==> src/sv/rqcd_pkg.sv <==
// shared types, constants and the rounding/saturation helper for the cell derotator
// no dependencies; every other file imports this package
package rqcd_pkg;

  localparam int SAMPLE_W     = 16;
  localparam int ROT_W        = 16;
  localparam int CFG_LEN_W    = 7;
  localparam int CFG_IDX_W    = 2;
  localparam int CFG_DATA_W   = 16;
  localparam int FRAC_W       = 14;
  localparam int PROD_W       = SAMPLE_W + ROT_W;
  localparam int SUM_W        = PROD_W + 1;
  localparam int Q_W          = SUM_W + 1 - FRAC_W;
  localparam int CELL_MAX_DEF = 64;
  localparam int DESC_DEPTH   = 2;
  localparam int OUT_DEPTH    = 4;
  localparam int OUT_PTR_W    = 2;
  localparam int OUT_CNT_W    = 3;

  // register indexes on the config port
  localparam logic [CFG_IDX_W-1:0] REG_ROT_COS  = 2'd0;
  localparam logic [CFG_IDX_W-1:0] REG_ROT_SIN  = 2'd1;
  localparam logic [CFG_IDX_W-1:0] REG_CELL_LEN = 2'd2;

  localparam logic signed [ROT_W-1:0]  ROT_COS_RST  = 16'sd16352;
  localparam logic signed [ROT_W-1:0]  ROT_SIN_RST  = -16'sd1022;
  localparam logic [CFG_LEN_W-1:0]     CELL_LEN_RST = 7'd64;

  localparam logic signed [SUM_W:0]   RND_HALF = (SUM_W + 1)'(2 ** (FRAC_W - 1));
  localparam logic signed [Q_W-1:0]   SAT_HI   = Q_W'(2 ** (SAMPLE_W - 1) - 1);
  localparam logic signed [Q_W-1:0]   SAT_LO   = Q_W'(-(2 ** (SAMPLE_W - 1)));

  typedef struct packed {
    logic signed [SAMPLE_W-1:0] sample_real;
    logic signed [SAMPLE_W-1:0] sample_imag;
  } in_item_t;

  typedef struct packed {
    logic signed [SAMPLE_W-1:0] result_real;
    logic signed [SAMPLE_W-1:0] result_imag;
    logic                       cell_end;
  } out_item_t;

  typedef struct packed {
    logic signed [ROT_W-1:0] rot_cos;
    logic signed [ROT_W-1:0] rot_sin;
    logic [CFG_LEN_W-1:0]    cell_length;
  } cfg_t;

  // one completed cell waiting for readout
  typedef struct packed {
    logic                 bank;
    logic [CFG_LEN_W-1:0] len;
  } desc_t;

  // readout of a bank has finished
  typedef struct packed {
    logic vld;
    logic bank;
  } done_t;

  // add half, floor shift, clamp to the sample range
  function automatic logic signed [SAMPLE_W-1:0] round_sat(input logic signed [SUM_W-1:0] s);
    logic signed [SUM_W:0] t;
    logic signed [Q_W-1:0] q;
    t = (SUM_W + 1)'(s) + RND_HALF;
    q = t[SUM_W:FRAC_W];
    if (q > SAT_HI) begin
      q = SAT_HI;
    end else if (q < SAT_LO) begin
      q = SAT_LO;
    end
    return q[SAMPLE_W-1:0];
  endfunction

endpackage

==> src/sv/rqcd_front.sv <==
// input side: takes samples, writes them into the two cell banks, hands
// completed cells to the readout queue; depends on rqcd_pkg
module rqcd_front #(
  parameter int CELL_MAX = rqcd_pkg::CELL_MAX_DEF,
  localparam int ADDR_W  = $clog2(CELL_MAX),
  localparam int LEN_W   = $clog2(CELL_MAX + 1)
) (
  input  logic               clk,
  input  logic               rst_n,
  input  rqcd_pkg::cfg_t     cfg,
  input  logic               push,
  output logic               full,
  input  rqcd_pkg::in_item_t in_data,
  output logic               mem_we,
  output logic [ADDR_W:0]    mem_waddr,
  output rqcd_pkg::in_item_t mem_wdata,
  output logic               desc_push,
  output rqcd_pkg::desc_t    desc_data,
  input  logic               desc_full,
  input  rqcd_pkg::done_t    done
);
  import rqcd_pkg::*;

  logic [LEN_W-1:0]  fill_r, fill_nxt;
  logic              bank_r, bank_nxt;
  logic [1:0]        busy_r, busy_nxt;
  logic [LEN_W-1:0]  len_eff;
  logic [ADDR_W-1:0] wr_idx;
  logic [LEN_W-1:0]  fill_inc;
  logic              accept;
  logic              cell_done;

  always_comb begin
    priority if (cfg.cell_length == '0) begin
      len_eff = LEN_W'(1);
    end else if (cfg.cell_length > CFG_LEN_W'(CELL_MAX)) begin
      len_eff = LEN_W'(CELL_MAX);
    end else begin
      len_eff = LEN_W'(cfg.cell_length);
    end
  end

  // a partial cell no shorter than the current length restarts at slot zero
  assign wr_idx    = (fill_r >= len_eff) ? '0 : fill_r[ADDR_W-1:0];
  assign fill_inc  = LEN_W'(wr_idx) + LEN_W'(1);
  assign cell_done = (fill_inc == len_eff);

  assign full   = busy_r[bank_r] || desc_full;
  assign accept = push && !full;

  assign mem_we    = accept;
  assign mem_waddr = {bank_r, wr_idx};
  assign mem_wdata = in_data;

  assign desc_push      = accept && cell_done;
  assign desc_data.bank = bank_r;
  assign desc_data.len  = CFG_LEN_W'(len_eff);

  always_comb begin
    fill_nxt = fill_r;
    bank_nxt = bank_r;
    busy_nxt = busy_r;
    if (done.vld) begin
      busy_nxt[done.bank] = 1'b0;
    end
    if (accept) begin
      if (cell_done) begin
        fill_nxt         = '0;
        bank_nxt         = ~bank_r;
        busy_nxt[bank_r] = 1'b1;
      end else begin
        fill_nxt = fill_inc;
      end
    end
  end

  always_ff @(posedge clk) begin
    if (!rst_n) begin
      fill_r <= '0;
      bank_r <= 1'b0;
      busy_r <= '0;
    end else begin
      fill_r <= fill_nxt;
      bank_r <= bank_nxt;
      busy_r <= busy_nxt;
    end
  end

endmodule

==> config.mk <==
export PLATFORM = sky130hd
export DESIGN_NAME = rqcd_front
export DESIGN_NICKNAME = d
export VERILOG_FILES = /design/src/sv/rqcd_pkg.sv /design/src/sv/rqcd_front.sv
export SDC_FILE = /design/constraint.sdc
export NUM_CORES = 1
export LEC_CHECK = 0
export ABC_AREA = 1
export BUFFER_PORTS_ARGS = -buffer_cell sky130_fd_sc_hd__buf_4
export CAP_MARGIN = 10
export CORE_MARGIN = 1
export CORE_UTILIZATION = 38
export DETAILED_ROUTE_END_ITERATION = 12
export PLACE_DENSITY_LB_ADDON = 0.12
export SLEW_MARGIN = 10
export SYNTH_ARGS = -nofsm -noshare
export SYNTH_HDL_FRONTEND = slang
export SYNTH_SLANG_ARGS = --single-unit
==> constraint.sdc <==
create_clock -name clk -period 5.55 [get_ports clk]
set_input_delay 1.11 -clock clk [delete_from_list [all_inputs] [get_ports clk]]
set_output_delay 1.11 -clock clk [all_outputs]
set_load 0.02 [all_outputs]
==> results of run 1 <==
-- worst min-delay path: stages, from the launching register on --
cell and delay (ns):
dfxtp_1 0.31, nand2_1 0.06, a21oi_1 0.06
-- layout by cell type, fill, tap and decap left out --
cell type,synthesis,final
inv_1,27,27
o21ai_1,1,1
xor2_1,1,1
clkbuf_8,0,1
a21oi_1,12,12
clkbuf_4,0,3
nand2_2,1,2
nand3_2,2,2
nand4_1,5,5
nor2_4,1,1
buf_4,34,30
ha_1,8,8
clkinv_1,1,1
dfxtp_1,10,10
nor2_2,3,3
nor2_1,16,16
nand2_1,63,62
o21ai_0,3,3
nand3_1,14,14
inv_2,2,2
a21oi_4,1,1
-- power by group through the flow --
stage | Clock, W | Sequential, W | Combinational [W]
3_5_place_dp | 0 | 0.0000752 | 0.0000507
3_3_place_gp | 0 | 0.0000752 | 0.0000501
6_report | 0.0000654 | 0.0000736 | 0.0000503
5_1_grt | 0.0000699 | 0.0000737 | 0.0000573
4_1_cts | 0.0000667 | 0.0000736 | 0.0000510
2_1_floorplan | 0 | 0.0000749 | 0.0000646
-- cell usage after synthesis --
cell       n
a21oi_4    1
clkbuf_1   2
dfxtp_1   10
nand2_1   63
a21oi_1   12
inv_2      2
nand3_2    2
nor2_2     3
o21ai_1    1
nor2_4     1
buf_4     34
nand2_2    1
xor2_1     1
clkinv_1   1
nor2_1    16
ha_1       8
o21ai_0    3
nand4_1    5
nand3_1   14
inv_1     27
-- worst max-delay path by stage --
stage                 from         to  slack (ns)  depth (start not counted)
floorplan           cfg[4]  desc_push        0.33                         20
global placement    cfg[4]  desc_push        0.45                         24
detailed placement  cfg[4]  desc_push        0.44                         24
CTS                 cfg[4]  desc_push        0.41                         24
global route        cfg[4]  desc_push       0.001                         24
finish              cfg[4]  desc_push        0.47                         22
-- cell type report --
class / count / area share
repair buffers: 30 / 0.1744
clock buffers: 4 / 0.02810
multi-input cells: 131 / 0.5126
flip-flops and latches: 10 / 0.1550
inverters: 30 / 0.08721
well taps: 44 / 0.04264
-- cells by family after synthesis --
kind of cell    Yosys count
simple gates            105
buf+inv                  66
compound gates           17
flops                    10
fa+ha+maj                 8
xor+xnor                  1
-- timing repair --
action | 4_1_cts | 5_1_grt
setup buffers | 0 | 0
hold buffers | 0 | 0
setup endpoints to repair | 0 | 1
gates resized for setup | 0 | 1
-- per-layer routing --
metal / part of all wire / vias up / GRT usage
li1: - / 606 / -
met1: 0.43 / 495 / 0.1803
met2: 0.46 / 47 / 0.2841
met3: 0.079 / 21 / 0.03057
met4: 0.034 / 0 / 0.09184
met5: 0 / - / 0
-- stage by stage --
| stage | cell area (sq um) | hold WS, ns |
|---|---|---|
| floorplan | 1235 | 0.4433 |
| global placement | 1252 | 0.4559 |
| detailed placement | 1252 | 0.4731 |
| CTS | 1289 | 0.4868 |
| global route | 1291 | 0.5034 |
| finish | 1291 | 0.4804 |
-- state kept, by name (all words and copies together), names as in the netlist --
register  flops
fill_r        7
busy_r        2
bank_r        1
==> results.cfg, run 1 <==
[status]
status = completed

[setup_path]
crit_chain = buf_4 -> nor2_1 -> nand3_1 -> o21ai_0 -> ha_1 -> inv_1 -> nand2_1 -> nand2_1 -> nand2_1 -> nand2_1 -> nand2_1 -> nor2_1 -> ha_1 -> nand4_1 -> o21ai_1 -> nand2_1 -> nand2_1 -> nand2_1 -> nor2_4 -> nand3_2 -> inv_1 -> buf_4
crit_path_frequent_cell = nand2_1
slowest_delay_ns = 0.34
reg2reg_depth = 19
endpoint_kind = output port
path_buf_inv = 4
critPathLaunchType = primary input
crit_slowest_cell = o21ai_0
critPathKind = primary input to output port
r2r_start = fill_r[0]$_SDFFE_PN0P_
cp_max_fo = 5
timing.rr.end = fill_r[1]$_SDFFE_PN0P_
cp_data_required_time_ns = 4.44
critPathArrivalTime_ns = 3.97
crit_family = simple AND/OR/NAND/NOR gates
r2r_slack_ns = 2.85

[clock_network]
clockBufferDepth = 2
cts_root_buf = clkbuf_4
clk_latency_ns = 0.27
clk_pin_slew_ns = 0.06
cts_buffers = 3
cts.htree.levels = 1
cts_tree = built
cts_sinks = 10

[floorplan]
die-area_sq_um = 3482
fp.dieH_um = 59.01
start_util = 0.4012
fp.coreArea_sq_um = 3078
placementRows = 20
die_width_um = 59.01
top_level_ports = 127

[logic_synthesis]
syn-instance-count = 207
netlist.area_leader.share = 0.2067
synth-seq-cells = 10
yosys_warnings = 0
syn-cell-area_sq_um = 1235
ys_types = 20
synth_top_family_by_area = simple AND/OR/NAND/NOR gates
synth-xor-area-share = 0.007092
seq_area_frac_synth = 0.1621
synth_nets = 292
synthSimpleGateAreaFrac = 0.3678
synthMuxAreaShare = 0
synth_largest_area_cell = buf_4
synth-compound-area-share = 0.07801
synth_area_leaders = buf_4 (21%), nand2_1 (19%), dfxtp_1 (16%)
synthAdderAreaFrac = 0.08105
avgSynthCellArea_sq_um = 5.966

[sta]
timing.fmax_mhz = 196.8
fin_crit_sh = 0.9155
period_needed_ns = 5.081
finalSetupTns_ns = 0
finalHoldViolCount = 0
max_slew.worst_pin.slew_ns = 0.5456
rsz0062_at_grt = false
final_max_slew_viol_count = 0
finalClockSkew_ns = 0.0004128
final_critical_path_setup_slack_ns = 0.4692
setup_violations = 0
slew_headroom = 0.6352

[final_layout]
final_core_util = 0.4195
n_fill_cell = 361
multi_input_comb_area_sq_um = 661.9
antennaDiodeCount = 0
seqCellArea_sq_um = 200.2
drive_above_1_share = 0.2195
nNetsFinal = 291
finalNonFillerCells = 249
area_delta_synth_final_pct = 4.559

[pwr]
p_clk_frac = 0.346
power_switching_w = 0.00005658
p_int_w = 0.0001327
ir_drop_mv = 0.1196
p_comb_frac = 0.266
switching_share = 0.2990
p_seq_frac = 0.389
totalPowerFinal_w = 0.0001893
pwr_density_cell_nw_per_um2 = 146.6
p_leak_nw = 0.6899

[route]
drt-initial-drc-count = 25
num_vias = 1169
drtAntennaViolNets = 0
drc_errors = 0
wl_per_cell_um = 10.72
drt_wl_total_um = 2670
drtPass1Iterations = 4
viasPerCell = 4.695

[global_route]
antenna_found_initial = 0
grt.total_usage = 0.1610
grt_overflow_total = 0
grt_max_degree = 15
grt_pass1_wl_um = 4291
grt_pass1_vias = 1037

[placement]
place_ws_ns = 0.4375
numPortBuffers = 30
place.gp.congestion = 0.8206
hpwl_um = 2324
dp.cells = 245

[min_path]
hp-start = busy_r[1]$_SDFF_PN0_
min_to = busy_r[1]$_SDFF_PN0_
hold_depth = 2
worstHoldPathType = flop to flop

[run]
maxCapViolCount = 0
No activity file was read; power rests on OpenSTA's default activity.
==> run 2, diff against run 1 <==
--- a/config.mk
+++ b/config.mk
@@ -6,7 +6,7 @@
 export NUM_CORES = 1
 export LEC_CHECK = 0
 export ABC_AREA = 1
-export BUFFER_PORTS_ARGS = -buffer_cell sky130_fd_sc_hd__buf_4
+export BUFFER_PORTS_ARGS = -buffer_cell sky130_fd_sc_hd__buf_2
 export CAP_MARGIN = 10
 export CORE_MARGIN = 1
 export CORE_UTILIZATION = 38
==> results.cfg, run 2 (synthesized netlist as in run 1, its figures left out) <==
[sta]
period_needed_ns = 5.104
final_max_slew_viol_count = 0
finalSetupTns_ns = 0
max_slew.worst_pin.slew_ns = 0.5268
setup_violations = 0
fin_crit_sh = 0.9196
slew_headroom = 0.6477
timing.fmax_mhz = 195.9
finalHoldViolCount = 0
final_critical_path_setup_slack_ns = 0.4460
finalClockSkew_ns = 0.001460
rsz0062_at_grt = false

[setup_path]
r2r_slack_ns = 2.85
r2r_start = fill_r[0]$_SDFFE_PN0P_
crit_family = simple AND/OR/NAND/NOR gates
slowest_delay_ns = 0.30
timing.rr.end = fill_r[5]$_SDFFE_PN0P_
path_buf_inv = 4
critPathKind = primary input to output port
cp_max_fo = 6
cp_data_required_time_ns = 4.44
endpoint_kind = output port
crit_chain = buf_2 -> nor2_1 -> nand3_1 -> nand2_1 -> nand2_1 -> o21ai_0 -> ha_1 -> inv_1 -> nand2_1 -> nand2_1 -> nand2_1 -> nand2_1 -> nand2_1 -> nor2_1 -> ha_1 -> nand4_1 -> o21ai_1 -> nand2_1 -> nand2_1 -> nand2_1 -> nor2_4 -> nand3_2 -> inv_1 -> buf_2
reg2reg_depth = 19
crit_path_frequent_cell = nand2_1
critPathArrivalTime_ns = 3.99
critPathLaunchType = primary input
cp_num_cells = 24
crit_slowest_cell = ha_1

[clock_network]
cts_sinks = 10
hold_buffers = 0
cts_tree = built
cts_root_buf = clkbuf_4
post_cts.repair.setup_buffers = 0
cts_resized = 0
clk_latency_ns = 0.25
cts.htree.levels = 1
clk_pin_slew_ns = 0.06
cts_buffers = 3
clockBufferDepth = 2

[route]
viasPerCell = 4.657
drtPass1Iterations = 4
num_vias = 1155
drt-initial-drc-count = 27
drtAntennaViolNets = 0
drt_wl_total_um = 2625
wl_per_cell_um = 10.58
drc_errors = 0

[placement]
placed_area_sq_um = 1177
place_ws_ns = 0.4334
hpwl_um = 2264
place.gp.congestion = 0.8121
numPortBuffers = 30
dp.cells = 245

[global_route]
grt_overflow_total = 0
grt_max_degree = 15
grt_pass1_wl_um = 4146
grt_pass1_vias = 1003
antenna_found_initial = 0
grt.total_usage = 0.1556

[final_layout]
registers.top_by_ff_count = fill_r
area_delta_synth_final_pct = -2.837
nNetsFinal = 291
layout_commonest_cell = nand2_1
drive_above_1_share = 0.2108
n_fill_cell = 347
multi_input_comb_area_sq_um = 659.4
finalNonFillerCells = 248
final_area_sq_um = 1200
top_regs = fill_r: 7 flops, busy_r: 2 flops, bank_r: 1 flops
antennaDiodeCount = 0
seqCellArea_sq_um = 200.2
mostFrequentLayoutCells = nand2_1 (63), buf_2 (30), inv_1 (27), nor2_1 (16), nand3_1 (14)
largest_reg_flops = 7

[floorplan]
placementRows = 20
die-area_sq_um = 3482
start_util = 0.4012
fp.dieH_um = 59.01
top_level_ports = 127
die_width_um = 59.01
fp.coreArea_sq_um = 3078

[min_path]
hold_depth = 2
hp-start = busy_r[1]$_SDFF_PN0_
min_to = busy_r[1]$_SDFF_PN0_
worstHoldPathType = flop to flop

[pwr]
p_leak_nw = 0.6689
totalPowerFinal_w = 0.0001650
pwr_density_cell_nw_per_um2 = 137.5
ir_drop_mv = 0.09572

[status]
status = completed

[run]
maxCapViolCount = 0
==> run 2: per-stage QoR <==
| stage | util | hold WS [ns] |
|---|---|---|
| 2_1_floorplan | - | 0.4433 |
| 3_3_place_gp | 0.3825 | 0.4560 |
| 3_5_place_dp | 0.3825 | 0.4885 |
| 4_1_cts | 0.3898 | 0.4978 |
| 5_1_grt | 0.3898 | 0.5093 |
| 6_report | 0.3898 | 0.4870 |
==> run 2: worst max-delay path by stage <==
stage	from	to	slack (ns)
final	cfg[3]	desc_push	0.45
after global routing	cfg[3]	desc_push	0.06
after CTS	cfg[4]	desc_push	0.41
after detailed placement	cfg[4]	desc_push	0.43
after global placement	cfg[3]	desc_push	0.46
after floorplan	cfg[4]	desc_push	0.33
==> run 2: final cells by class <==
type	count	area share
multi-input combinational	131	0.5495
sequential	10	0.1668
timing repair buffer	30	0.1251
inverter	30	0.09385
tap	44	0.04588
clock buffer	3	0.01877
==> run 2: power breakdown <==
part | internal [W] | switching [W]
Clock | 0.0000249 | 0.0000216
Sequential | 0.0000727 | 0.000000998
Combinational | 0.0000152 | 0.0000297
==> run 2: routing by layer <==
layer / vias up / wire length [um] / GRT usage
li1: 607 / - / -
met5: - / 0 / 0
met3: 18 / 183 / 0.02620
met1: 486 / 1181 / 0.1847
met4: 0 / 68 / 0.08163
met2: 44 / 1191 / 0.2679
==> run 2: worst reg2reg max path, stage by stage, from the launching register on <==
cell     delay [ns]
dfxtp_1        0.39
inv_1          0.06
ha_1           0.28
inv_1          0.05
nand2_1        0.04
nand2_1        0.06
nand2_1        0.04
nand2_1        0.14
nand2_1        0.15
nor2_1         0.16
ha_1           0.19
nand4_1        0.15
o21ai_1        0.19
nand2_1        0.11
nand2_1        0.07
nand2_1        0.08
nor2_4         0.18
nand2_2        0.13
nand2_1        0.08
a21oi_1        0.05
