<file path="src/sv/rqcd_pkg.sv">
// shared types, constants and the rounding/saturation helper for the cell derotator
// no dependencies; every other file imports this package
package rqcd_pkg;

  localparam int SAMPLE_W     = 16;
  localparam int ROT_W        = 16;
  localparam int CFG_LEN_W    = 7;
  localparam int CFG_IDX_W    = 2;
  localparam int CFG_DATA_W   = 16;
  localparam int FRAC_W       = 14;
  localparam int PROD_W       = SAMPLE_W + ROT_W;
  localparam int SUM_W        = PROD_W + 1;
  localparam int Q_W          = SUM_W + 1 - FRAC_W;
  localparam int CELL_MAX_DEF = 64;
  localparam int DESC_DEPTH   = 2;
  localparam int OUT_DEPTH    = 4;
  localparam int OUT_PTR_W    = 2;
  localparam int OUT_CNT_W    = 3;

  // register indexes on the config port
  localparam logic [CFG_IDX_W-1:0] REG_ROT_COS  = 2'd0;
  localparam logic [CFG_IDX_W-1:0] REG_ROT_SIN  = 2'd1;
  localparam logic [CFG_IDX_W-1:0] REG_CELL_LEN = 2'd2;

  localparam logic signed [ROT_W-1:0]  ROT_COS_RST  = 16'sd16352;
  localparam logic signed [ROT_W-1:0]  ROT_SIN_RST  = -16'sd1022;
  localparam logic [CFG_LEN_W-1:0]     CELL_LEN_RST = 7'd64;

  localparam logic signed [SUM_W:0]   RND_HALF = (SUM_W + 1)'(2 ** (FRAC_W - 1));
  localparam logic signed [Q_W-1:0]   SAT_HI   = Q_W'(2 ** (SAMPLE_W - 1) - 1);
  localparam logic signed [Q_W-1:0]   SAT_LO   = Q_W'(-(2 ** (SAMPLE_W - 1)));

  typedef struct packed {
    logic signed [SAMPLE_W-1:0] sample_real;
    logic signed [SAMPLE_W-1:0] sample_imag;
  } in_item_t;

  typedef struct packed {
    logic signed [SAMPLE_W-1:0] result_real;
    logic signed [SAMPLE_W-1:0] result_imag;
    logic                       cell_end;
  } out_item_t;

  typedef struct packed {
    logic signed [ROT_W-1:0] rot_cos;
    logic signed [ROT_W-1:0] rot_sin;
    logic [CFG_LEN_W-1:0]    cell_length;
  } cfg_t;

  // one completed cell waiting for readout
  typedef struct packed {
    logic                 bank;
    logic [CFG_LEN_W-1:0] len;
  } desc_t;

  // readout of a bank has finished
  typedef struct packed {
    logic vld;
    logic bank;
  } done_t;

  // add half, floor shift, clamp to the sample range
  function automatic logic signed [SAMPLE_W-1:0] round_sat(input logic signed [SUM_W-1:0] s);
    logic signed [SUM_W:0] t;
    logic signed [Q_W-1:0] q;
    t = (SUM_W + 1)'(s) + RND_HALF;
    q = t[SUM_W:FRAC_W];
    if (q > SAT_HI) begin
      q = SAT_HI;
    end else if (q < SAT_LO) begin
      q = SAT_LO;
    end
    return q[SAMPLE_W-1:0];
  endfunction

endpackage

</file>
<file path="src/sv/rqcd_desc_fifo.sv">
// two-entry queue of completed-cell descriptors between front and back
// depends on rqcd_pkg
module rqcd_desc_fifo (
  input  logic            clk,
  input  logic            rst_n,
  input  logic            push,
  input  rqcd_pkg::desc_t din,
  output logic            full,
  input  logic            pop,
  output rqcd_pkg::desc_t dout,
  output logic            empty
);
  import rqcd_pkg::*;

  desc_t      ent_r [DESC_DEPTH];
  logic       wp_r, wp_nxt;
  logic       rp_r, rp_nxt;
  logic [1:0] cnt_r, cnt_nxt;
  logic       do_push, do_pop;

  assign full    = (cnt_r == 2'(DESC_DEPTH));
  assign empty   = (cnt_r == '0);
  assign dout    = ent_r[rp_r];
  assign do_push = push && !full;
  assign do_pop  = pop && !empty;

  always_comb begin
    wp_nxt  = do_push ? ~wp_r : wp_r;
    rp_nxt  = do_pop ? ~rp_r : rp_r;
    cnt_nxt = cnt_r + 2'(do_push) - 2'(do_pop);
  end

  always_ff @(posedge clk) begin
    if (do_push) begin
      ent_r[wp_r] <= din;
    end
  end

  always_ff @(posedge clk) begin
    if (!rst_n) begin
      wp_r  <= 1'b0;
      rp_r  <= 1'b0;
      cnt_r <= '0;
    end else begin
      wp_r  <= wp_nxt;
      rp_r  <= rp_nxt;
      cnt_r <= cnt_nxt;
    end
  end

endmodule

</file>
<file path="config.mk">
export PLATFORM = sky130hd
export DESIGN_NAME = rqcd_desc_fifo
export DESIGN_NICKNAME = d
export VERILOG_FILES = /design/src/sv/rqcd_pkg.sv /design/src/sv/rqcd_desc_fifo.sv
export SDC_FILE = /design/constraint.sdc
export NUM_CORES = 1
export LEC_CHECK = 0
export BUFFER_PORTS_ARGS = -buffer_cell sky130_fd_sc_hd__buf_4
export CAP_MARGIN = 15
export CORE_UTILIZATION = 52
export DETAILED_ROUTE_END_ITERATION = 6
export GPL_ROUTABILITY_DRIVEN = 1
export MAX_ROUTING_LAYER = met4
export PLACE_DENSITY = 0.77
export SLEW_MARGIN = 10
export SYNTH_ARGS = -nofsm -noshare
export SYNTH_HDL_FRONTEND = slang
export SYNTH_SLANG_ARGS = --single-unit
</file>
<file path="constraint.sdc">
create_clock -name clk -period 2.4 [get_ports clk]
set_input_delay 0.24 -clock clk [delete_from_list [all_inputs] [get_ports clk]]
set_output_delay 0.24 -clock clk [all_outputs]
set_load 0.02 [all_outputs]
</file>
==> run_results.csv, run 1 <==
group,metric,value,unit
status,status,"finished, final reports clean",
clocking,cts_setup_buffers,0,
synth,syn_inst,52,
timing,setup_violations,0,
synth,synth_warnings,0,
synth,syn_nets,66,
clocking,cts-buffers-inserted,3,
synth,ys_types,17,
power,p_leak,0.000427,uW
floorplan,die_h,41.5,um
final_layout,finalNetCount,91,
route,dr_total_vias,453,
flow_run,drv_cap,0,
critical_path,critical_path.max_fanout,4,
critical_path,start_kind,"register",
global_route,grt_max_degree,13,
route,via_per_inst,4.98,
clocking,ctsResizeCount,0,
final_layout,fin_util,73.1,%
route,drc,0,
placement,portBuffers,21,
synth,syn_avg_cell_area,15.6,um2
final_layout,area_growth,24.5,%
global_route,first_global_vias,503,
synth,synth_top_cells_by_area,"edfxtp_1, dfxtp_1, mux2_2",
clocking,clock_latency,0.29,ns
global_route,grt_pass1_wl,2140,um
clocking,cts_root_buffer,"clkbuf_4",
power,power_density,1070,nW/um2
timing,fin_crit,1.67,ns
power,power,1090,uW
synth,synth-seq-cells,21,
synth,yosys.area.top_type,"edfxtp_1",
floorplan,die_w,41.5,um
clocking,clock_sinks,21,
floorplan,start_util,58.7,%
global_route,grt_usage,17.1,%
critical_path,cp_data_required_time,2.63,ns
timing,finalClockSkew,0.00113,ns
route,ant_nets,0,
route,first_pass_iters,4,
final_layout,seqCellArea,581,um2
floorplan,die_area,1720,um2
route,wl,1180,um
global_route,grt_remaining_overflow,0,
route,routedWlPerCell,13.0,um
clocking,cts_buffer_depth,2,
clocking,cts_tree,"built",
timing,rsz0062_at_grt,"false",
floorplan,boundaryPins,22,
synth,syn_area,812,um2
timing,maxSlewViolCount,0,
timing,finalHoldViolCount,0,
timing,slew_headroom,54.2,%
critical_path,path_class,"reg2reg",
floorplan,num_rows,13,
timing,worst_slew_pin_slew,0.685,ns
clocking,path_clk_slew,0.11,ns
timing,setup-tns-final,0,ns
timing,period_share,69.7,%
critical_path,arrival,1.90,ns
final_layout,antenna_cells,0,
final_layout,drive_above_1_share,46.1,%
final_layout,multi_input_area,215,um2
timing,fmax,598,MHz
critical_path,critPathCaptureType,"register",
power,peakVddDrop,0.000588,V
clocking,cts_hold_buf,0,
min_path,hp-class,"in2reg",
synth,synth_top_cell_area_share,59.2,%
global_route,antenna_found_initial,0,
route,drt-initial-drc-count,7,
placement,dp_hpwl,877,um
clocking,cts_max_level,1,
placement,gp_congestion,0.735,
floorplan,coreArea,1380,um2
synth,synth-seq-area-share,71.5,%
final_layout,fillers,97,
==> synth_stat cells, drive strengths merged <==
master and number:
edfxtp 16, dfxtp 5, nand2b 2, mux2i 1, and2 2, buf 1, o21a 1, ha 2
nor3 1, xor2 1, mux2 8, nor2 5, inv 3, nand2 2, and3 1, xnor2 1
==> critical path, cell delays in order, from the launching register on <==
cell and delay [ns]:
dfxtp_1 0.38, nand2b_1 0.15, nand2_1 0.11, ha_1 0.31
inv_1 0.04, ha_1 0.18, xor2_1 0.15, and2_2 0.18
nor3_1 0.11
==> cell usage in the layout, fill, tap and decap left out <==
cell,netlist,final
ha_1,2,2
buf_4,0,21
clkbuf_4,0,3
and2_2,1,1
and3_1,1,1
edfxtp_1,16,16
o21a_2,1,1
nor2_1,5,5
mux2i_1,1,1
xor2_1,1,1
nand2b_1,2,2
nand2_1,2,2
dfxtp_1,5,5
nor3_1,1,1
xnor2_1,1,1
clkinv_2,0,1
and2_1,1,1
inv_1,3,3
mux2_2,8,8
==> per-layer routing <==
metal | up-vias | GRT usage (%) | share of wire [%] | wire length [um]
li1 | 229 | - | - | -
met1 | 207 | 18.7 | 44 | 519
met2 | 15 | 27.8 | 48 | 569
met5 | - | - | 0 | 0
met4 | 0 | 7.74 | 1.4 | 16
met3 | 2 | 6.09 | 6.7 | 79
==> layout make-up <==
| cell class | count | area share [%] |
|---|---|---|
| Clock inverter | 1 | 0.495 |
| Sequential cell | 21 | 57.4 |
| Timing Repair Buffer | 21 | 15.6 |
| Inverter | 3 | 1.11 |
| Tap cell | 15 | 1.86 |
| Clock buffer | 3 | 2.23 |
| Multi-Input combinational cell | 27 | 21.3 |
==> metrics by stage <==
stage	instance area [um2]	worst slack, ns	hold slack (ns)	cells
after floorplan	812	0.855	0.339	52
final	1010	0.727	0.121	91
after detailed placement	983	0.713	0.428	87
after global placement	983	0.814	0.425	87
after CTS	1010	0.707	0.113	91
after global routing	1010	0.591	0.102	91
==> power breakdown <==
| part | leakage (uW) | internal (uW) | switching [uW] |
|---|---|---|---|
| clock | 0.0000177 | 62.0 | 101 |
| combinational | 0.000218 | 197 | 202 |
| sequential | 0.000191 | 475 | 49.6 |
==> sequential cells by signal (all words and copies together), names as in the netlist, named ones only <==
register / cells
wp_r: 1
ent_r: 16
cnt_r: 2
rp_r: 1
==> kinds of logic after synthesis <==
logic type               share of synthesized area, %
flip-flops                                       71.5
AND/OR/NAND/NOR                                  7.86
multiplexers                                     12.3
buffers and inverters                            2.00
XOR/XNOR                                         2.16
adder cells (fa/ha/maj)                          3.08
AO/OA/AOI/OAI                                    1.08
==> path summary, 6_finish.rpt <==
kind	from	end	slack [ns]	depth (start not counted)
min	din[2]	ent_r[0][2]	0.12	1
max reg2reg	cnt_r[0]	cnt_r[1]	0.73	8
min reg2reg	wp_r	wp_r	0.50	2
max	cnt_r[0]	cnt_r[1]	0.73	8
No activity file was read; power rests on OpenSTA's default activity.
==> inputs of run 2 (changes only) <==
- CORE_UTILIZATION: 52 -> 49
- PLACE_DENSITY: 0.77 -> 0.73
- clock period: 2.4 -> 1.6 ns (I/O delays scaled with it)
==> run_results.csv, run 2 (synthesized netlist as in run 1, its figures left out) <==
group,metric,value,unit
critical_path,start_kind,"register",
final_layout,fillers,108,
final_layout,antenna_cells,0,
final_layout,stdcell_area,1070,um2
critical_path,cp_data_required_time,1.80,ns
timing,holdWs,0.0444,ns
placement,dp_hpwl,933,um
timing,maxSlewViolCount,0,
global_route,grt_pass1_wl,2100,um
placement,portBuffers,21,
placement,dpl-instance-area,1010,um2
final_layout,area_growth,32.0,%
power,power_density,1650,nW/um2
final_layout,multi_input_area,245,um2
route,ant_nets,0,
final_layout,fin_util,70.4,%
placement,gp_congestion,0.710,
power,p_leak,0.000444,uW
route,drt-initial-drc-count,11,
final_layout,top_register,"ent_r",
floorplan,die_h,42.7,um
floorplan,coreArea,1520,um2
power,power,1760,uW
route,first_pass_iters,4,
route,via_per_inst,5.24,
timing,finalClockSkew,0.00140,ns
global_route,first_global_vias,471,
final_layout,largest_reg_flops,16,
status,status,"finished, violations left",
timing,fin_ws,-0.0159,ns
route,wl,1410,um
final_layout,final_common_cell,"buf_4",
power,peakVddDrop,0.00128,V
timing,period_share,101,%
route,dr_total_vias,498,
clocking,clock_latency,0.29,ns
route,routedWlPerCell,14.9,um
min_path,hp-class,"in2reg",
final_layout,final_cell_mix,"buf_4, edfxtp_1, mux2_2, nor2_1",
clocking,cts_max_level,1,
timing,setup_violations,1,
status,violations,"negative setup slack",
clocking,cts_buffer_depth,2,
clocking,cts_root_buffer,"clkbuf_4",
final_layout,seqCellArea,589,um2
floorplan,boundaryPins,22,
critical_path,critical_path.max_fanout,4,
timing,slew_headroom,73.9,%
floorplan,die_w,42.7,um
timing,rsz0062_at_grt,"true",
clocking,clock_sinks,21,
route,drc,0,
timing,fmax,619,MHz
critical_path,critPathCaptureType,"register",
timing,worst_slew_pin_slew,0.392,ns
floorplan,num_rows,14,
clocking,cts_tree,"built",
final_layout,largestRegisters,"ent_r: 16 flops, cnt_r: 2 flops",
final_layout,drive_above_1_share,55.7,%
floorplan,start_util,53.3,%
clocking,cts-buffers-inserted,3,
timing,finalHoldViolCount,0,
critical_path,path_class,"reg2reg",
global_route,grt_remaining_overflow,0,
final_layout,finalNetCount,94,
global_route,grt_usage,16.7,%
critical_path,arrival,1.81,ns
flow_run,drv_cap,0,
timing,fin_crit,1.62,ns
global_route,antenna_found_initial,0,
floorplan,die_area,1820,um2
clocking,cts_hold_buf,0,
global_route,grt_max_degree,12,
clocking,path_clk_slew,0.11,ns
[run 2: path summary, 6_finish.rpt]
path | startpoint | endpoint | slack [ns] | depth (start not counted)
worst min-delay path | din[6] | ent_r[0][6] | 0.04 | 1
worst max register to register | cnt_r[0] | cnt_r[1] | -0.02 | 8
worst min register to register | wp_r | wp_r | 0.52 | 2
worst max-delay path | cnt_r[0] | cnt_r[1] | -0.02 | 8
[run 2: cell type report]
cell class	count	area share [%]
inverters	3	1.05
flip-flops and latches	21	55.0
repair buffers	24	16.8
multi-input cells	27	22.9
well taps	16	1.87
clock buffers	4	2.45
[run 2: routing by layer]
metal	GRT usage [%]	up-vias	routed length [um]
met4	5.63	0	18
met1	20.4	236	576
met5	-	-	0
li1	-	235	-
met2	26.4	25	736
met3	5.11	2	84
[run 2: where the power goes]
part | internal [uW] | total, uW | switching [uW]
registers | 728 | 819 | 91.2
clock network | 96.9 | 244 | 147
logic | 357 | 701 | 344
total | 1180 | 1760 | 583
[run 2: what timing repair did]
action                     4_1_cts  5_1_grt
setup endpoints to repair        1        9
gates resized for setup          1       10
buffers inserted                 0        0
[run 2: critical path: stages (launching register included)]
cell      delay [ns]
dfxtp_4         0.38
nand2b_4        0.13
nand2_1         0.08
ha_1            0.32
inv_1           0.07
ha_2            0.18
xor2_2          0.17
and2_4          0.16
nor3_2          0.03
[run 2: metrics by stage]
step                TNS, ns  instances  setup WS [ns]
floorplan                 0         52         0.0550
CTS                       0         95         0.0125
global placement          0         91        0.00219
detailed placement  -0.0254         91        -0.0254
finish              -0.0159         95        -0.0159
global route        -0.0791         95        -0.0791
==> inputs of run 3 (changes only) <==
- PLACE_DENSITY: 0.73 -> not set
- PLACE_DENSITY_LB_ADDON: not set -> 0.3
==> run_results.csv, run 3 (synthesized netlist as in run 1, its figures left out) <==
group,metric,value,unit
status,status,"finished, final reports clean",
global_route,grt_remaining_overflow,0,
route,routedWlPerCell,12.3,um
power,comb_power_share,38.7,%
power,p_switching,550,uW
final_layout,fin_util,69.8,%
placement,dp_slack,-0.00136,ns
floorplan,die_w,42.7,um
power,switching_share,32.1,%
placement,gp_congestion,0.748,
timing,fin_ws,0.0647,ns
timing,setup-tns-final,0,ns
timing,fin_crit,1.54,ns
global_route,grt_pass1_wl,1750,um
timing,maxSlewViolCount,0,
final_layout,finalNetCount,94,
timing,worst_slew_pin_slew,0.384,ns
final_layout,drive_above_1_share,55.7,%
clocking,cts-buffers-inserted,3,
route,via_per_inst,4.96,
timing,rsz0062_at_grt,"true",
floorplan,boundaryPins,22,
power,p_leak,0.000448,uW
floorplan,num_rows,14,
route,wl,1170,um
route,first_pass_iters,3,
final_layout,antenna_cells,0,
floorplan,die_h,42.7,um
critical_path,arrival,1.74,ns
critical_path,rrSetupSlack,0.06,ns
timing,fmax,651,MHz
clocking,clock_sinks,21,
route,dr_total_vias,471,
critical_path,critical_path.max_fanout,5,
min_path,hp-class,"in2reg",
route,drc,0,
placement,dpl.cell_count,91,
timing,setup_violations,0,
final_layout,top_register,"ent_r",
power,clockPowerShare,14.1,%
final_layout,final_cell_mix,"buf_4, edfxtp_1, mux2_2, nor2_1",
clocking,path_clk_slew,0.11,ns
timing,finalHoldViolCount,0,
route,drt-initial-drc-count,4,
final_layout,final_common_cell,"buf_4",
flow_run,drv_cap,0,
placement,dp_hpwl,827,um
timing,slew_headroom,74.4,%
placement,portBuffers,21,
clocking,cts_max_level,1,
global_route,grt_max_degree,13,
clocking,clock_latency,0.30,ns
critical_path,critPathCaptureType,"register",
critical_path,start_kind,"register",
floorplan,coreArea,1520,um2
global_route,first_global_vias,423,
final_layout,largest_reg_flops,16,
power,p_seq_share,47.2,%
final_layout,largestRegisters,"ent_r: 16 flops, cnt_r: 2 flops",
critical_path,path_class,"reg2reg",
power,power_density,1610,nW/um2
global_route,antenna_found_initial,0,
clocking,cts_setup_buffers,0,
final_layout,layout.cells.non_filler,95,
critical_path,cp_data_required_time,1.80,ns
power,peakVddDrop,0.000940,V
floorplan,start_util,53.3,%
final_layout,fillers,121,
timing,finalClockSkew,0.00840,ns
clocking,cts_buffer_depth,2,
clocking,cts_tree,"built",
route,ant_nets,0,
power,p_int,1170,uW
floorplan,die_area,1820,um2
clocking,cts_root_buffer,"clkbuf_4",
global_route,grt_usage,13.9,%
timing,period_share,96.0,%
final_layout,area_growth,31.0,%
-- run 3: cell count changes in the layout (fill, tap and decap cells not counted) --
| cell | delta |
|---|---|
| dfxtp_2 | +1 |
| ha_1 | +1 |
| xor2_1 | +1 |
| xor2_2 | -1 |
| ha_2 | -1 |
| clkinv_2 | +1 |
| clkbuf_1 | -1 |
| nand2_1 | -1 |
| nand2_2 | +1 |
| dfxtp_4 | -1 |
-- run 3: worst max-delay path, stage by stage (launching register included) --
cell and delay, ns:
dfxtp_4 0.39, o21a_4 0.22, ha_1 0.26, inv_1 0.03
ha_1 0.17, xor2_1 0.17, and2_4 0.17, nor3_2 0.03
-- run 3: worst paths after layout --
| check | cells after the start | to | from |
|---|---|---|---|
| setup / recovery | 7 | cnt_r[1] | cnt_r[1] |
| setup reg to reg | 7 | cnt_r[1] | cnt_r[1] |
| hold / removal | 1 | ent_r[1][5] | din[5] |
| hold reg to reg | 2 | wp_r | wp_r |
-- run 3: repair_timing --
action / in CTS / in global routing
pin swaps: 0 / 0
hold buffers: 0 / 0
setup endpoints to repair: 1 / 9
gates resized for setup: 1 / 8
-- run 3: through the flow --
stage                     hold WS [ns]  power, uW  cell area, um2
after floorplan                  0.259       1180             812
after global placement           0.346       1420            1010
after detailed placement         0.348       1430            1010
after CTS                       0.0298       1680            1040
after global routing            0.0190       1820            1060
final                           0.0426       1710            1060
-- run 3: power groups by stage --
stage	Clock [uW]	Sequential [uW]	Combinational, uW
finish	242	809	664
global route	274	826	718
CTS	255	789	636
detailed placement	0	797	635
global placement	0	795	621
floorplan	0	759	421
-- run 3: cell type report --
cell class              instances  area (um2)  area share, %
multi-input cells              27         238           22.4
clock inverters                 1        5.00          0.471
inverters                       3        11.3           1.06
flip-flops and latches         21         587           55.2
clock buffers                   3        22.5           2.12
well taps                      16        20.0           1.88
repair buffers                 24         180           16.9
-- run 3: metal layers --
metal,vias up,global-route usage [%],share of wire [%]
li1,240,-,-
met1,216,16.6,45
met2,13,20.3,49
met3,2,5.53,5.2
met4,0,7.50,0.51
met5,-,-,0
