File: config.mk
export PLATFORM = sky130hd
export DESIGN_NAME = rqcd_out_fifo
export DESIGN_NICKNAME = d
export VERILOG_FILES = /design/src/sv/rqcd_pkg.sv /design/src/sv/rqcd_out_fifo.sv
export SDC_FILE = /design/constraint.sdc
export NUM_CORES = 1
export LEC_CHECK = 0
export BUFFER_PORTS_ARGS = -buffer_cell sky130_fd_sc_hd__buf_4
export CELL_PAD_IN_SITES_DETAIL_PLACEMENT = 0
export CELL_PAD_IN_SITES_GLOBAL_PLACEMENT = 2
export CORE_MARGIN = 2
export CORE_UTILIZATION = 40
export CTS_BUF_LIST = sky130_fd_sc_hd__clkbuf_4 sky130_fd_sc_hd__clkbuf_8
export CTS_CLUSTER_DIAMETER = 60
export DETAILED_ROUTE_END_ITERATION = 10
export PLACE_DENSITY = 0.73
export SYNTH_ARGS = -nofsm -noshare
export SYNTH_HDL_FRONTEND = slang
export SYNTH_SLANG_ARGS = --single-unit
File: constraint.sdc
create_clock -name clk -period 2.5 [get_ports clk]
set_clock_uncertainty 0.1 [all_clocks]
set_input_delay 0.125 -clock clk [delete_from_list [all_inputs] [get_ports clk]]
set_output_delay 0.125 -clock clk [all_outputs]
set_load 0.01 [all_outputs]
File: src/sv/rqcd_pkg.sv
// shared types, constants and the rounding/saturation helper for the cell derotator
// no dependencies; every other file imports this package
package rqcd_pkg;

  localparam int SAMPLE_W     = 16;
  localparam int ROT_W        = 16;
  localparam int CFG_LEN_W    = 7;
  localparam int CFG_IDX_W    = 2;
  localparam int CFG_DATA_W   = 16;
  localparam int FRAC_W       = 14;
  localparam int PROD_W       = SAMPLE_W + ROT_W;
  localparam int SUM_W        = PROD_W + 1;
  localparam int Q_W          = SUM_W + 1 - FRAC_W;
  localparam int CELL_MAX_DEF = 64;
  localparam int DESC_DEPTH   = 2;
  localparam int OUT_DEPTH    = 4;
  localparam int OUT_PTR_W    = 2;
  localparam int OUT_CNT_W    = 3;

  // register indexes on the config port
  localparam logic [CFG_IDX_W-1:0] REG_ROT_COS  = 2'd0;
  localparam logic [CFG_IDX_W-1:0] REG_ROT_SIN  = 2'd1;
  localparam logic [CFG_IDX_W-1:0] REG_CELL_LEN = 2'd2;

  localparam logic signed [ROT_W-1:0]  ROT_COS_RST  = 16'sd16352;
  localparam logic signed [ROT_W-1:0]  ROT_SIN_RST  = -16'sd1022;
  localparam logic [CFG_LEN_W-1:0]     CELL_LEN_RST = 7'd64;

  localparam logic signed [SUM_W:0]   RND_HALF = (SUM_W + 1)'(2 ** (FRAC_W - 1));
  localparam logic signed [Q_W-1:0]   SAT_HI   = Q_W'(2 ** (SAMPLE_W - 1) - 1);
  localparam logic signed [Q_W-1:0]   SAT_LO   = Q_W'(-(2 ** (SAMPLE_W - 1)));

  typedef struct packed {
    logic signed [SAMPLE_W-1:0] sample_real;
    logic signed [SAMPLE_W-1:0] sample_imag;
  } in_item_t;

  typedef struct packed {
    logic signed [SAMPLE_W-1:0] result_real;
    logic signed [SAMPLE_W-1:0] result_imag;
    logic                       cell_end;
  } out_item_t;

  typedef struct packed {
    logic signed [ROT_W-1:0] rot_cos;
    logic signed [ROT_W-1:0] rot_sin;
    logic [CFG_LEN_W-1:0]    cell_length;
  } cfg_t;

  // one completed cell waiting for readout
  typedef struct packed {
    logic                 bank;
    logic [CFG_LEN_W-1:0] len;
  } desc_t;

  // readout of a bank has finished
  typedef struct packed {
    logic vld;
    logic bank;
  } done_t;

  // add half, floor shift, clamp to the sample range
  function automatic logic signed [SAMPLE_W-1:0] round_sat(input logic signed [SUM_W-1:0] s);
    logic signed [SUM_W:0] t;
    logic signed [Q_W-1:0] q;
    t = (SUM_W + 1)'(s) + RND_HALF;
    q = t[SUM_W:FRAC_W];
    if (q > SAT_HI) begin
      q = SAT_HI;
    end else if (q < SAT_LO) begin
      q = SAT_LO;
    end
    return q[SAMPLE_W-1:0];
  endfunction

endpackage

File: src/sv/rqcd_out_fifo.sv
// small result queue that decouples the pipeline from the consumer
// depends on rqcd_pkg
module rqcd_out_fifo (
  input  logic                           clk,
  input  logic                           rst_n,
  input  logic                           push,
  input  rqcd_pkg::out_item_t            din,
  input  logic                           pop,
  output rqcd_pkg::out_item_t            dout,
  output logic                           empty,
  output logic [rqcd_pkg::OUT_CNT_W-1:0] cnt
);
  import rqcd_pkg::*;

  out_item_t            ent_r [OUT_DEPTH];
  logic [OUT_PTR_W-1:0] wp_r, wp_nxt;
  logic [OUT_PTR_W-1:0] rp_r, rp_nxt;
  logic [OUT_CNT_W-1:0] cnt_r, cnt_nxt;
  logic                 do_push, do_pop;

  assign empty   = (cnt_r == '0);
  assign cnt     = cnt_r;
  assign dout    = ent_r[rp_r];
  assign do_push = push && (cnt_r != OUT_CNT_W'(OUT_DEPTH));
  assign do_pop  = pop && !empty;

  always_comb begin
    wp_nxt  = do_push ? wp_r + OUT_PTR_W'(1) : wp_r;
    rp_nxt  = do_pop ? rp_r + OUT_PTR_W'(1) : rp_r;
    cnt_nxt = cnt_r + OUT_CNT_W'(do_push) - OUT_CNT_W'(do_pop);
  end

  always_ff @(posedge clk) begin
    if (do_push) begin
      ent_r[wp_r] <= din;
    end
  end

  always_ff @(posedge clk) begin
    if (!rst_n) begin
      wp_r  <= '0;
      rp_r  <= '0;
      cnt_r <= '0;
    end else begin
      wp_r  <= wp_nxt;
      rp_r  <= rp_nxt;
      cnt_r <= cnt_nxt;
    end
  end

endmodule

==> impl_results.rst, run 1 <==
.. list-table::
   :header-rows: 1

   * - Metric
     - Value
   * - Final Slew Violations
     - 0
   * - Fraction of registers with async set/reset
     - 0%
   * - Initial core utilization
     - 41.33%
   * - Total internal power
     - 4.811 mW
   * - Switching part of the total power
     - 24.20%
   * - Most common cell after layout, fill and taps aside
     - sky130_fd_sc_hd__edfxtp_1
   * - Summed instance area of the synthesized netlist
     - 5279 sq um
   * - Post-route clock period utilization
     - 91.44%
   * - Share of the yosys chip area belonging to registers
     - 78.50%
   * - Synthesized netlist net count
     - 266
   * - Wire length reported by the detailed router
     - 8976 um
   * - Overall via count from detail_route
     - 2,522
   * - Hold violation count in the final report
     - 0
   * - Average footprint of a synthesized cell
     - 23.78 sq um
   * - Sink count of the clock tree
     - 141
   * - Buffer type at the clock tree root
     - sky130_fd_sc_hd__clkbuf_8
   * - Horiz. Die Dim
     - 118.9 um
   * - Total global routing overflow
     - 0
   * - Gp weighted congestion
     - 0.6708
   * - Total number of nets in the final design
     - 396
   * - Maximum number of pins on one net before global-route repair
     - 21
   * - Switching power of the nets
     - 1.536 mW
   * - Peak supply drop
     - 0.3863 mV
   * - Part of the total power dissipated in sequential elements
     - 47.2%
   * - Combinational fraction of design power
     - 23.4%
   * - Largest cells by area after synthesis
     - sky130_fd_sc_hd__edfxtp_1 (75%), sky130_fd_sc_hd__mux4_2 (13%), sky130_fd_sc_hd__dfxtp_1 (3.4%)
   * - Number of synthesized flops with an enable pin
     - 132
   * - Residual antenna-violating net count after detailed routing
     - 0
   * - Synth Instances
     - 222
   * - CTS buffer count
     - 17
   * - Floorplan die height
     - 118.9 um
   * - Clock latency at the later pin of the worst-skew pair
     - 430 ps
   * - Relative contribution of the clock network to total power
     - 29.4%
   * - Pleak
     - 2.386 nW
   * - Number of antenna diodes
     - 0
   * - Placement row count
     - 41
   * - Pwr/cell area
     - 928.3 nW/um^2
   * - Overall power after layout
     - 6.347 mW
   * - Hold slack
     - 146.3 ps
   * - Category of the critical setup timing path
     - reg -> reg
   * - Reg2reg setup slack
     - 210 ps
   * - Core area
     - 12,770 sq um
   * - Max-slew headroom
     - 70.74%
   * - Num ports
     - 74
   * - Layout Cell Area excl Fill
     - 6838 sq um
   * - Synthesis-stage register bit count
     - 141
   * - Clock-pin slew of the registers on the worst-case setup and hold paths
     - 70 ps
   * - Path class of the lowest-slack min-delay path
     - in -> reg
   * - Number of distinct library cells after synthesis
     - 23
   * - Hpwl dp
     - 5475 um
   * - Pin slew with the least headroom to its limit
     - 438.9 ps
   * - Wirelength per Cell
     - 16.75 um
   * - Max-cap check violation count
     - 0
   * - Commonest cells after routing, fill and taps aside
     - sky130_fd_sc_hd__edfxtp_1 (132), sky130_fd_sc_hd__buf_4 (83), sky130_fd_sc_hd__dlygate4sd3_1 (35)
   * - Clock period minus worst slack
     - 2286 ps
   * - Synth warnings
     - 0
   * - DRT iter0 DRCs
     - 133
   * - Post-CTS setup buffers
     - 0
   * - Antenna violations before repair
     - 0
   * - Max H-tree Level
     - 4
   * - Type of destination of the critical path
     - register
   * - Synth top area share
     - 75.09%
   * - Synth-to-Final Area Change
     - 29.53%
   * - Worst path required time
     - 2730 ps
   * - Critical path launch point type
     - register
   * - Number of global-route vias before repair
     - 2,657
   * - Number of vias per cell
     - 4.705
   * - Most frequently used flop master after synthesis
     - sky130_fd_sc_hd__edfxtp_1
   * - Fraction of layout cells with a size suffix above 1
     - 41.48%
   * - Global-route wire length before repair
     - 14,150 um
   * - Crit path max fanout
     - 4
   * - Clock tree from TritonCTS
     - built
   * - Data arrival time at the worst-slack endpoint
     - 2520 ps
   * - Overall die area
     - 14,130 sq um
   * - Residual DRC count
     - 0
   * - 1st-pass router iterations
     - 4
   * - Result of the run
     - finished, final reports clean
   * - Aggregate negative setup slack
     - 0 ps
   * - GRT Util Overall
     - 13.92%
   * - Maximum achievable frequency
     - 0.4374 GHz
   * - Leading area contributor after synthesis
     - sky130_fd_sc_hd__edfxtp_1
   * - IO Port Bufs
     - 73
   * - Maximum clock insertion buffer count
     - 2
   * - Number of endpoints failing setup at the final stage
     - 0
   * - Area after DPL
     - 6070 sq um
==> what timing repair did <==
item,4_1_cts,5_1_grt
hold buffers,35,0
gates resized for setup,0,2
setup endpoints to repair,0,1
hold endpoints to repair,141,0
==> critical path, cell delays in order (launching register included) <==
cell and delay, ps:
sky130_fd_sc_hd__dfxtp_1 430, sky130_fd_sc_hd__nor2_1 70, sky130_fd_sc_hd__a21boi_1 210, sky130_fd_sc_hd__inv_1 70, sky130_fd_sc_hd__ha_1 270, sky130_fd_sc_hd__inv_1 50
sky130_fd_sc_hd__ha_1 130, sky130_fd_sc_hd__inv_1 50, sky130_fd_sc_hd__fa_1 380, sky130_fd_sc_hd__xnor2_1 150, sky130_fd_sc_hd__xnor2_1 130, sky130_fd_sc_hd__and2_1 150
==> synthesized netlist by cell type (all sizes together) (2+ instances only) <==
cell / instances
xnor2: 2
edfxtp: 132
ha: 6
nand2: 6
nor2b: 2
buf: 8
o21ai: 3
mux2i: 2
dfxtp: 9
a21boi: 2
inv: 5
mux4: 33
and2: 6
==> area by class of cell <==
cell class / count / area, sq um
Fill cell: 1032 / 5936
Sequential cell: 141 / 4148
Multi-Input combinational cell: 67 / 1032
Timing Repair Buffer: 120 / 1013
Clock buffer: 21 / 264.0
Tap cell: 172 / 215.2
Clock inverter: 10 / 146.4
Inverter: 5 / 18.77
==> per-stage QoR <==
stage                     worst slack, ps  utilization, %  cells
after floorplan                     63.25               -    222
after global placement              197.3           47.52    470
after detailed placement            121.7           47.52    470
after CTS                           105.1           53.47    536
after global routing               -1.118           53.53    536
final                               214.0           53.53    536
==> power by group through the flow <==
| stage | clock network (mW) | registers (mW) | logic, mW |
|---|---|---|---|
| finish | 1.87 | 3.00 | 1.48 |
| detailed placement | 0 | 3.05 | 1.47 |
| CTS | 1.93 | 3.00 | 1.52 |
| global route | 2.03 | 3.03 | 1.62 |
| global placement | 0 | 3.04 | 1.46 |
| floorplan | 0 | 2.98 | 0.928 |
==> logic make-up (layout without fill, tap and decap cells) <==
family,count (synthesis),count (layout),synth area share (%)
muxes,35,35,14.67
adders and majority gates,7,7,1.801
xor gates and xnor gates,2,2,0.3319
and+or+nand+nor,18,18,1.967
AOI/OAI and AO/OA,5,5,0.5689
buffers and inverters,14,156,2.157
DFF,141,141,78.50
==> state kept, by name (all words and copies together), names as in the netlist, named ones only <==
name   count
ent_r    132
cnt        3
rp_r       2
wp_r       2
==> path summary, 6_finish.rpt <==
| path | end | cells after the start | start |
|---|---|---|---|
| setup / recovery | cnt[2]$_SDFF_PN0_ | 11 | cnt[0]$_SDFF_PN0_ |
| hold / removal | wp_r[1]$_SDFFE_PN0N_ | 4 | push |
| setup reg to reg | cnt[2]$_SDFF_PN0_ | 11 | cnt[0]$_SDFF_PN0_ |
| hold reg to reg | wp_r[0]$_SDFFE_PN0N_ | 2 | wp_r[0]$_SDFFE_PN0N_ |
==> metal layers <==
layer | GRT usage [%] | vias up | wire length, um
li1 | - | 1174 | -
met2 | 21.84 | 65 | 4478
met3 | 5.364 | 12 | 461
met4 | 6.250 | 0 | 121
met5 | 0 | - | 0
met1 | 17.17 | 1271 | 3914
No activity file was read; power rests on OpenSTA's default activity.
==> run 2: changes to the inputs <==
--- a/config.mk
+++ b/config.mk
@@ -13,7 +13,7 @@
 export CTS_BUF_LIST = sky130_fd_sc_hd__clkbuf_4 sky130_fd_sc_hd__clkbuf_8
 export CTS_CLUSTER_DIAMETER = 60
 export DETAILED_ROUTE_END_ITERATION = 10
-export PLACE_DENSITY = 0.73
+export PLACE_DENSITY = 0.7
 export SYNTH_ARGS = -nofsm -noshare
 export SYNTH_HDL_FRONTEND = slang
 export SYNTH_SLANG_ARGS = --single-unit
==> constraint.sdc (replaced) <==
create_clock -name clk -period 2.15 [get_ports clk]
set_clock_uncertainty 0.1 [all_clocks]
set_input_delay 0.1075 -clock clk [delete_from_list [all_inputs] [get_ports clk]]
set_output_delay 0.1075 -clock clk [all_outputs]
set_load 0.01 [all_outputs]
==> run 2 against run 1 <==
Net effect: count of clock-buffer cells in the layout decreased by 3; sequential power increased by 14%; first-iteration DRC count increased by 50%; fmax increased by 8.9%; sequential share of layout area decreased by 0.81 points; final area increased by 1.5%; worst hold slack got worse by 76 ps; via count increased by 1.5%; critical path depth decreased by 1; power increased by 19%; global-route usage decreased by 0.19 points.
==> impl_results.rst, run 2 (synthesized netlist as in run 1, its figures left out) <==
.. list-table::
   :header-rows: 1

   * - Metric
     - Value
   * - Result of the run
     - finished, final reports clean
   * - Number of global-route vias before repair
     - 2,733
   * - Residual DRC count
     - 0
   * - Synth-to-Final Area Change
     - 31.45%
   * - Hold violation count in the final report
     - 0
   * - Unrepaired setup endpoints after global routing
     - yes
   * - Worst hold path stage count
     - 4
   * - Max-slew headroom
     - 79.31%
   * - Initial core utilization
     - 41.33%
   * - Maximum number of pins on one net before global-route repair
     - 34
   * - Total number of nets in the final design
     - 398
   * - Horiz. Die Dim
     - 118.9 um
   * - Data arrival time at the worst-slack endpoint
     - 2340 ps
   * - DRT iter0 DRCs
     - 199
   * - Post-route clock period utilization
     - 97.67%
   * - Flip-flop count of the largest register, all copies and words added
     - 132
   * - Overall die area
     - 14,130 sq um
   * - Num ports
     - 74
   * - Clock latency at the later pin of the worst-skew pair
     - 440 ps
   * - Wire length reported by the detailed router
     - 9115 um
   * - Aggregate negative setup slack
     - 0 ps
   * - Switching power of the nets
     - 1.923 mW
   * - Residual antenna-violating net count after detailed routing
     - 0
   * - Clock period minus worst slack
     - 2100 ps
   * - Path class of the lowest-slack min-delay path
     - in -> reg
   * - Pwr/cell area
     - 1090 nW/um^2
   * - Commonest cells after routing, fill and taps aside
     - sky130_fd_sc_hd__edfxtp_1 (132), sky130_fd_sc_hd__buf_4 (81), sky130_fd_sc_hd__dlygate4sd3_1 (35)
   * - Hpwl dp
     - 5469 um
   * - Overall via count from detail_route
     - 2,559
   * - Type of destination of the critical path
     - register
   * - Pleak
     - 2.412 nW
   * - Buffer type at the clock tree root
     - sky130_fd_sc_hd__clkbuf_8
   * - Peak supply drop
     - 0.5624 mV
   * - 1st-pass router iterations
     - 4
   * - Pin slew with the least headroom to its limit
     - 310.3 ps
   * - Total internal power
     - 5.644 mW
   * - Switching part of the total power
     - 25.41%
   * - Most flops, register
     - ent_r
   * - Antenna violations before repair
     - 0
   * - IO Port Bufs
     - 73
   * - Most common cell after layout, fill and taps aside
     - sky130_fd_sc_hd__edfxtp_1
   * - Maximum achievable frequency
     - 0.4762 GHz
   * - Final Slew Violations
     - 0
   * - Number of endpoints failing setup at the final stage
     - 0
   * - Length in cells of the worst reg-to-reg path
     - 10
   * - Gp weighted congestion
     - 0.7153
   * - Category of the critical setup timing path
     - reg -> reg
   * - Overall power after layout
     - 7.567 mW
   * - Number of antenna diodes
     - 0
   * - Worst path required time
     - 2390 ps
   * - GRT Util Overall
     - 13.72%
   * - Total global routing overflow
     - 0
   * - CTS buffer count
     - 17
   * - Maximum clock insertion buffer count
     - 2
   * - Relative contribution of the clock network to total power
     - 30.0%
   * - Fraction of layout cells with a size suffix above 1
     - 44.14%
   * - Clock-pin slew of the registers on the worst-case setup and hold paths
     - 80 ps
   * - Max-cap check violation count
     - 0
   * - Max H-tree Level
     - 4
   * - Combinational fraction of design power
     - 24.7%
   * - Global-route wire length before repair
     - 14,210 um
   * - Part of the total power dissipated in sequential elements
     - 45.4%
   * - Clock tree from TritonCTS
     - built
   * - Floorplan die height
     - 118.9 um
   * - Crit path max fanout
     - 4
   * - Critical path launch point type
     - register
   * - Placement row count
     - 41
   * - Wirelength per Cell
     - 16.91 um
   * - Number of vias per cell
     - 4.748
   * - Core area
     - 12,770 sq um
   * - Sink count of the clock tree
     - 141
## run 2: cell types whose count changed in the layout (fill, tap and decap cells not counted), sizes merged
cell and delta:
buf +2, inv +2, clkbuf -3, clkinvlp +2
## run 2: metal layers
metal | part of all wire [%] | vias up | global-route usage (%) | wire length [um]
li1 | - | 1180 | - | -
met1 | 43 | 1301 | 16.51 | 3932
met2 | 51 | 64 | 22.59 | 4645
met3 | 4.0 | 14 | 4.550 | 367
met4 | 1.9 | 0 | 6.027 | 170
met5 | 0 | - | 0 | 0
## run 2: power groups by stage
stage,registers [mW],logic (mW),clock network [mW]
CTS,3.44,1.89,2.33
floorplan,3.48,1.09,0
global placement,3.48,1.82,0
detailed placement,3.50,1.83,0
global route,3.46,2.02,2.44
finish,3.43,1.87,2.27
## run 2: final cells by class
class / count / area (sq um)
Fill cell: 1003 / 5834
Sequential cell: 141 / 4153
Clock inverter: 14 / 192.7
Clock buffer: 18 / 241.5
Inverter: 5 / 18.77
Multi-Input combinational cell: 67 / 1049
Timing Repair Buffer: 122 / 1070
Tap cell: 172 / 215.2
## run 2: stage by stage
stage               utilization (%)  instance area [sq um]  setup WS (ps)  instances  hold WS (ps)
CTS                           54.19                   6922          24.56        538         45.26
finish                        54.32                   6939          50.09        539         70.02
global placement              48.01                   6132          60.64        471         207.4
detailed placement            48.01                   6132          1.562        471         212.1
floorplan                         -                   5296         -12.56        222         106.4
global route                  54.32                   6939         -57.84        539         69.59
## run 2: path summary, 6_finish.rpt
kind	startpoint	endpoint	slack (ps)
worst max-delay path	cnt[0]$_SDFF_PN0_	cnt[2]$_SDFF_PN0_	50
worst max register to register	cnt[0]$_SDFF_PN0_	cnt[2]$_SDFF_PN0_	50
worst min-delay path	push	wp_r[1]$_SDFFE_PN0N_	70
worst min register to register	wp_r[1]$_SDFFE_PN0N_	wp_r[1]$_SDFFE_PN0N_	400
## run 2: what timing repair did
item / CTS / global route
gates resized for setup: 2 / 2
hold buffers: 35 / 0
buffers inserted: 0 / 1
setup endpoints to repair: 2 / 1
endpoints found under the hold margin: 141 / 0
## run 2: critical path, cell delays in order, from the launching register on
cell and delay (ps):
sky130_fd_sc_hd__dfxtp_2 350, sky130_fd_sc_hd__nor3_4 200, sky130_fd_sc_hd__nor2b_2 70, sky130_fd_sc_hd__ha_1 280, sky130_fd_sc_hd__inv_1 60, sky130_fd_sc_hd__ha_1 130
sky130_fd_sc_hd__inv_1 50, sky130_fd_sc_hd__fa_2 350, sky130_fd_sc_hd__xnor2_2 150, sky130_fd_sc_hd__xnor2_1 120, sky130_fd_sc_hd__and2_1 150
